File: src/afn_div_pipe.sv
`timescale 1ns / 1ps

module afn_div_pipe #(
    parameter int DW = 26,
    parameter int VW = 15,
    parameter int QW = 10
) (
    input  logic          aclk,
    input  logic [QW-1:0] en,
    input  logic [DW-1:0] dividend,
    input  logic [VW-1:0] divisor,
    output logic [QW-1:0] quotient,
    output logic          overflow
);

    localparam int WW = DW + VW + QW;

    logic [DW-1:0] rem_reg [QW];
    logic [VW-1:0] d_reg   [QW];
    logic [QW-1:0] q_reg   [QW];
    logic          ovf_reg [QW];

    for (genvar i = 0; i < QW; i++) begin : g_stage
        logic [DW-1:0] rem_in;
        logic [VW-1:0] d_in;
        logic [QW-1:0] q_in;
        logic          ovf_in;
        logic [WW-1:0] trial;

        if (i == 0) begin : g_first
            assign rem_in = dividend;
            assign d_in   = divisor;
            assign q_in   = '0;
            assign ovf_in = WW'(dividend) >= (WW'(divisor) << QW);
        end else begin : g_rest
            assign rem_in = rem_reg[i-1];
            assign d_in   = d_reg[i-1];
            assign q_in   = q_reg[i-1];
            assign ovf_in = ovf_reg[i-1];
        end

        assign trial = WW'(d_in) << (QW - 1 - i);

        always_ff @(posedge aclk) begin
            if (en[i]) begin
                d_reg[i]   <= d_in;
                ovf_reg[i] <= ovf_in;
                if (WW'(rem_in) >= trial) begin
                    rem_reg[i] <= rem_in - DW'(trial);
                    q_reg[i]   <= q_in | (QW'(1) << (QW - 1 - i));
                end else begin
                    rem_reg[i] <= rem_in;
                    q_reg[i]   <= q_in;
                end
            end
        end
    end

    assign quotient = q_reg[QW-1];
    assign overflow = ovf_reg[QW-1];

endmodule

File: config.mk
export PLATFORM = sky130hd
export DESIGN_NAME = afn_div_pipe
export DESIGN_NICKNAME = d
export VERILOG_FILES = /design/src/afn_div_pipe.sv
export SDC_FILE = /design/constraint.sdc
export NUM_CORES = 1
export LEC_CHECK = 0
export BUFFER_PORTS_ARGS = -buffer_cell sky130_fd_sc_hd__buf_2
export CORE_UTILIZATION = 55
export DETAILED_ROUTE_END_ITERATION = 8
export PLACE_DENSITY_LB_ADDON = 0.05
export SETUP_SLACK_MARGIN = 0.02
export SLEW_MARGIN = 20
export SYNTH_ARGS = -nofsm -noshare
export SYNTH_HDL_FRONTEND = slang
export SYNTH_SLANG_ARGS = --single-unit
File: constraint.sdc
create_clock -name aclk -period 10.3 [get_ports aclk]
set_clock_uncertainty 0.2 [all_clocks]
set_input_delay 1.545 -clock aclk [delete_from_list [all_inputs] [get_ports aclk]]
set_output_delay 1.545 -clock aclk [all_outputs]
set_load 0.01 [all_outputs]
==> run summary <==
Status: finished, final reports clean
Die X: 210 um
Initial antenna violation count: 1
GP Congestion: 0.936
Final min period: 4.57 ns
Synth top cells by count: edfxtp_1, inv_1, ha_1
Synthesis Warnings: 0
Syn nets: 2282
Syn Inst Count: 2056
Max incr delay on CP: 0.63 ns
Nets: 2362
Final Util: 62.1%
Die ar.: 44100 um2
Seq/Total Area, Yosys: 54.8%
Main synth FF type: edfxtp_1
Reg2reg setup slack: 6.10 ns
Asr flop ratio synth: 0%
Most frequent CP cell: buf_4
GRT Total Usage: 25.1%
Normalized max-slew margin: 29.4%
CTS buffer count: 46
Initial DRT Pass Iterations: 7
Maximum clock frequency: 219 MHz
Skew-Pair Late Insertion Delay: 0.58 ns
Via count: 15911
Top cell type's share of synthesized area: 54.8%
Worst-Margin Slew: 1.06 ns
DR vias/cell: 5.79
Crit Path Class: input port to register
Final setup vio count: 0
Reg2reg start: rem_reg[1][6]
Cell Pwr Density: 245 nW/um2
Final Hold Fails: 0
Port Buf Inserts: 62
Worst reg2reg path endpoint: rem_reg[1][33]
Peak VDD IR: 0.215 mV
Final hold slack: 0.212 ns
Post-CTS Resized: 0
DRC violations left: 0
Top cells by area, synth: edfxtp_1, ha_1, a21oi_1
Initial core utilization: 56.2%
WL/cell: 19.7 um
CP Launch Type: input port
Crit path DAT: 4.70 ns
Root buffer cell: clkbuf_16
Unique masters post-synth: 76
Post-Syn Area: 23800 um2
Clock buffer depth: 3
# H-tree levels: 2
Register bit total from synthesis: 434
Cell taking the most area after synthesis: edfxtp_1
Unrepaired setup endpoints after global routing: false
Worst Hold End: q_reg[3][8]
Post-route cell area: 26300 um2
TritonCTS clock tree: built
Hold_buf cts: 0
Post-CTS setup buffer count: 0
FP Rows: 75
Routed Antenna Nets: 0
Hold Crit Depth: 0
Worst Reg-to-Reg Cells: 11
Largest net degree at the start of global routing: 53
EDFF count, synth: 434
Area Overhead vs Synth: 10.6%
Ports: 63
Core Region: 42300 um2
Crit path max-delay cell type: or4b_2
Die Height: 210 um
Crit path cell chain: buf_2, buf_4, or4b_2, or4_1, a31oi_1, o211ai_1, buf_4, inv_1, nor3_1, xor2_1
DR iter-0 viols: 1135
First-pass GRT wire length: 84700 um
Pleak: 0.0102 uW
Dpl cell area: 24700 um2
HPWL reported at the end of detailed placement: 41700 um
Fin crit share: 44.4%
Clock tree sinks: 434
Max reg flops: 234
Hold Path Class: register to register
Hold wc startpoint: q_reg[2][8]
CP Capture Type: register
Final wirelength: 54100 um
Final Max Tran Viols: 0
Clock Pin Slew Worst Setup and Hold Paths: 0.06 ns
Setup_tns: 0 ns
Most frequent cell after synthesis: edfxtp_1
Vias in the first global route: 15671
WP data required: 10.43 ns
Max-Cap Viols: 0
Syn avg cell area: 11.6 um2
Share of layout cells above drive strength 1: 10.1%
CP Max Fanout: 51
GRT overflow: 0
-- critical path: cells and delay by family --
| family | cells | cell delay (ns) |
|---|---|---|
| xor gates and xnor gates | 1 | 0.15 |
| and+or+nand+nor | 3 | 1.17 |
| AOI/OAI and AO/OA | 2 | 0.57 |
| buffers and inverters | 4 | 1.26 |
-- cells by family (layout without fill, tap and decap cells) --
kind of cell               count (synthesis)  count (layout)  synth area share (%)
and+or+nand+nor                          530             530                  11.2
AOI/OAI and AO/OA                        503             503                  13.5
DFF                                      434             434                  54.8
buffers and inverters                    234             349                  3.79
adders and majority gates                174             174                  9.44
xor gates and xnor gates                 129             129                  4.75
muxes                                     52              52                  2.50
other                                      0               1                     0
-- per-stage QoR --
step | cells | power, uW | worst slack (ns)
global placement | 2664 | 4720 | 5.20
detailed placement | 2664 | 4760 | 5.15
CTS | 2747 | 6480 | 5.77
global route | 2748 | 6830 | 5.51
finish | 2749 | 6450 | 5.73
floorplan | 2056 | 4190 | 6.01
-- worst max path at each step --
stage	start	to	slack, ns
floorplan	divisor[8]	rem_reg[0][17]	6.01
global placement	en[7]	rem_reg[3][51]	5.20
detailed placement	en[7]	rem_reg[3][51]	5.15
CTS	en[7]	rem_reg[3][51]	5.77
global route	en[7]	rem_reg[3][51]	5.51
finish	en[7]	rem_reg[3][51]	5.73
-- cell type report --
type / count / area [um2]
multi-input combinational: 1388 / 9860
antenna: 1 / 2.50
inverter: 191 / 717
clock inverter: 29 / 358
timing repair buffer: 75 / 415
clock buffer: 54 / 1180
fill: 3350 / 16000
tap: 577 / 722
sequential: 434 / 13000
-- metal layers --
| layer | GRT usage (%) | share of wire (%) | vias up |
|---|---|---|---|
| met3 | 3.37 | 3.9 | 121 |
| met2 | 43.2 | 49 | 394 |
| met4 | 11.7 | 4.2 | 0 |
| met1 | 31.3 | 43 | 7571 |
| li1 | - | - | 7825 |
| met5 | 0 | 0 | - |
-- where the power goes --
group,leakage (uW),switching (uW),total (uW),internal (uW)
clock,0.000747,684,1700,1020
sequential,0.00419,267,2690,2420
combinational,0.00530,1150,2050,899
-- layout by cell type, fill, tap and decap left out, types with 19 or more instances in the layout --
cell | netlist | routed
o21ai_0 | 120 | 120
mux2_2 | 43 | 43
ha_1 | 165 | 165
nand2b_1 | 20 | 20
inv_1 | 191 | 191
nand3_1 | 28 | 28
edfxtp_1 | 434 | 434
a31oi_1 | 23 | 22
xor2_1 | 60 | 60
a211oi_1 | 19 | 19
nor2_1 | 150 | 150
o21a_1 | 35 | 35
a21o_1 | 38 | 38
nand4_1 | 23 | 23
nor2b_1 | 27 | 27
buf_2 | 1 | 62
clkbuf_16 | 0 | 46
a21oi_1 | 145 | 145
nor3_1 | 44 | 44
nand2_1 | 125 | 125
o31ai_1 | 20 | 19
xnor2_1 | 69 | 69
Note: power is estimated with default switching activity, not from simulation.
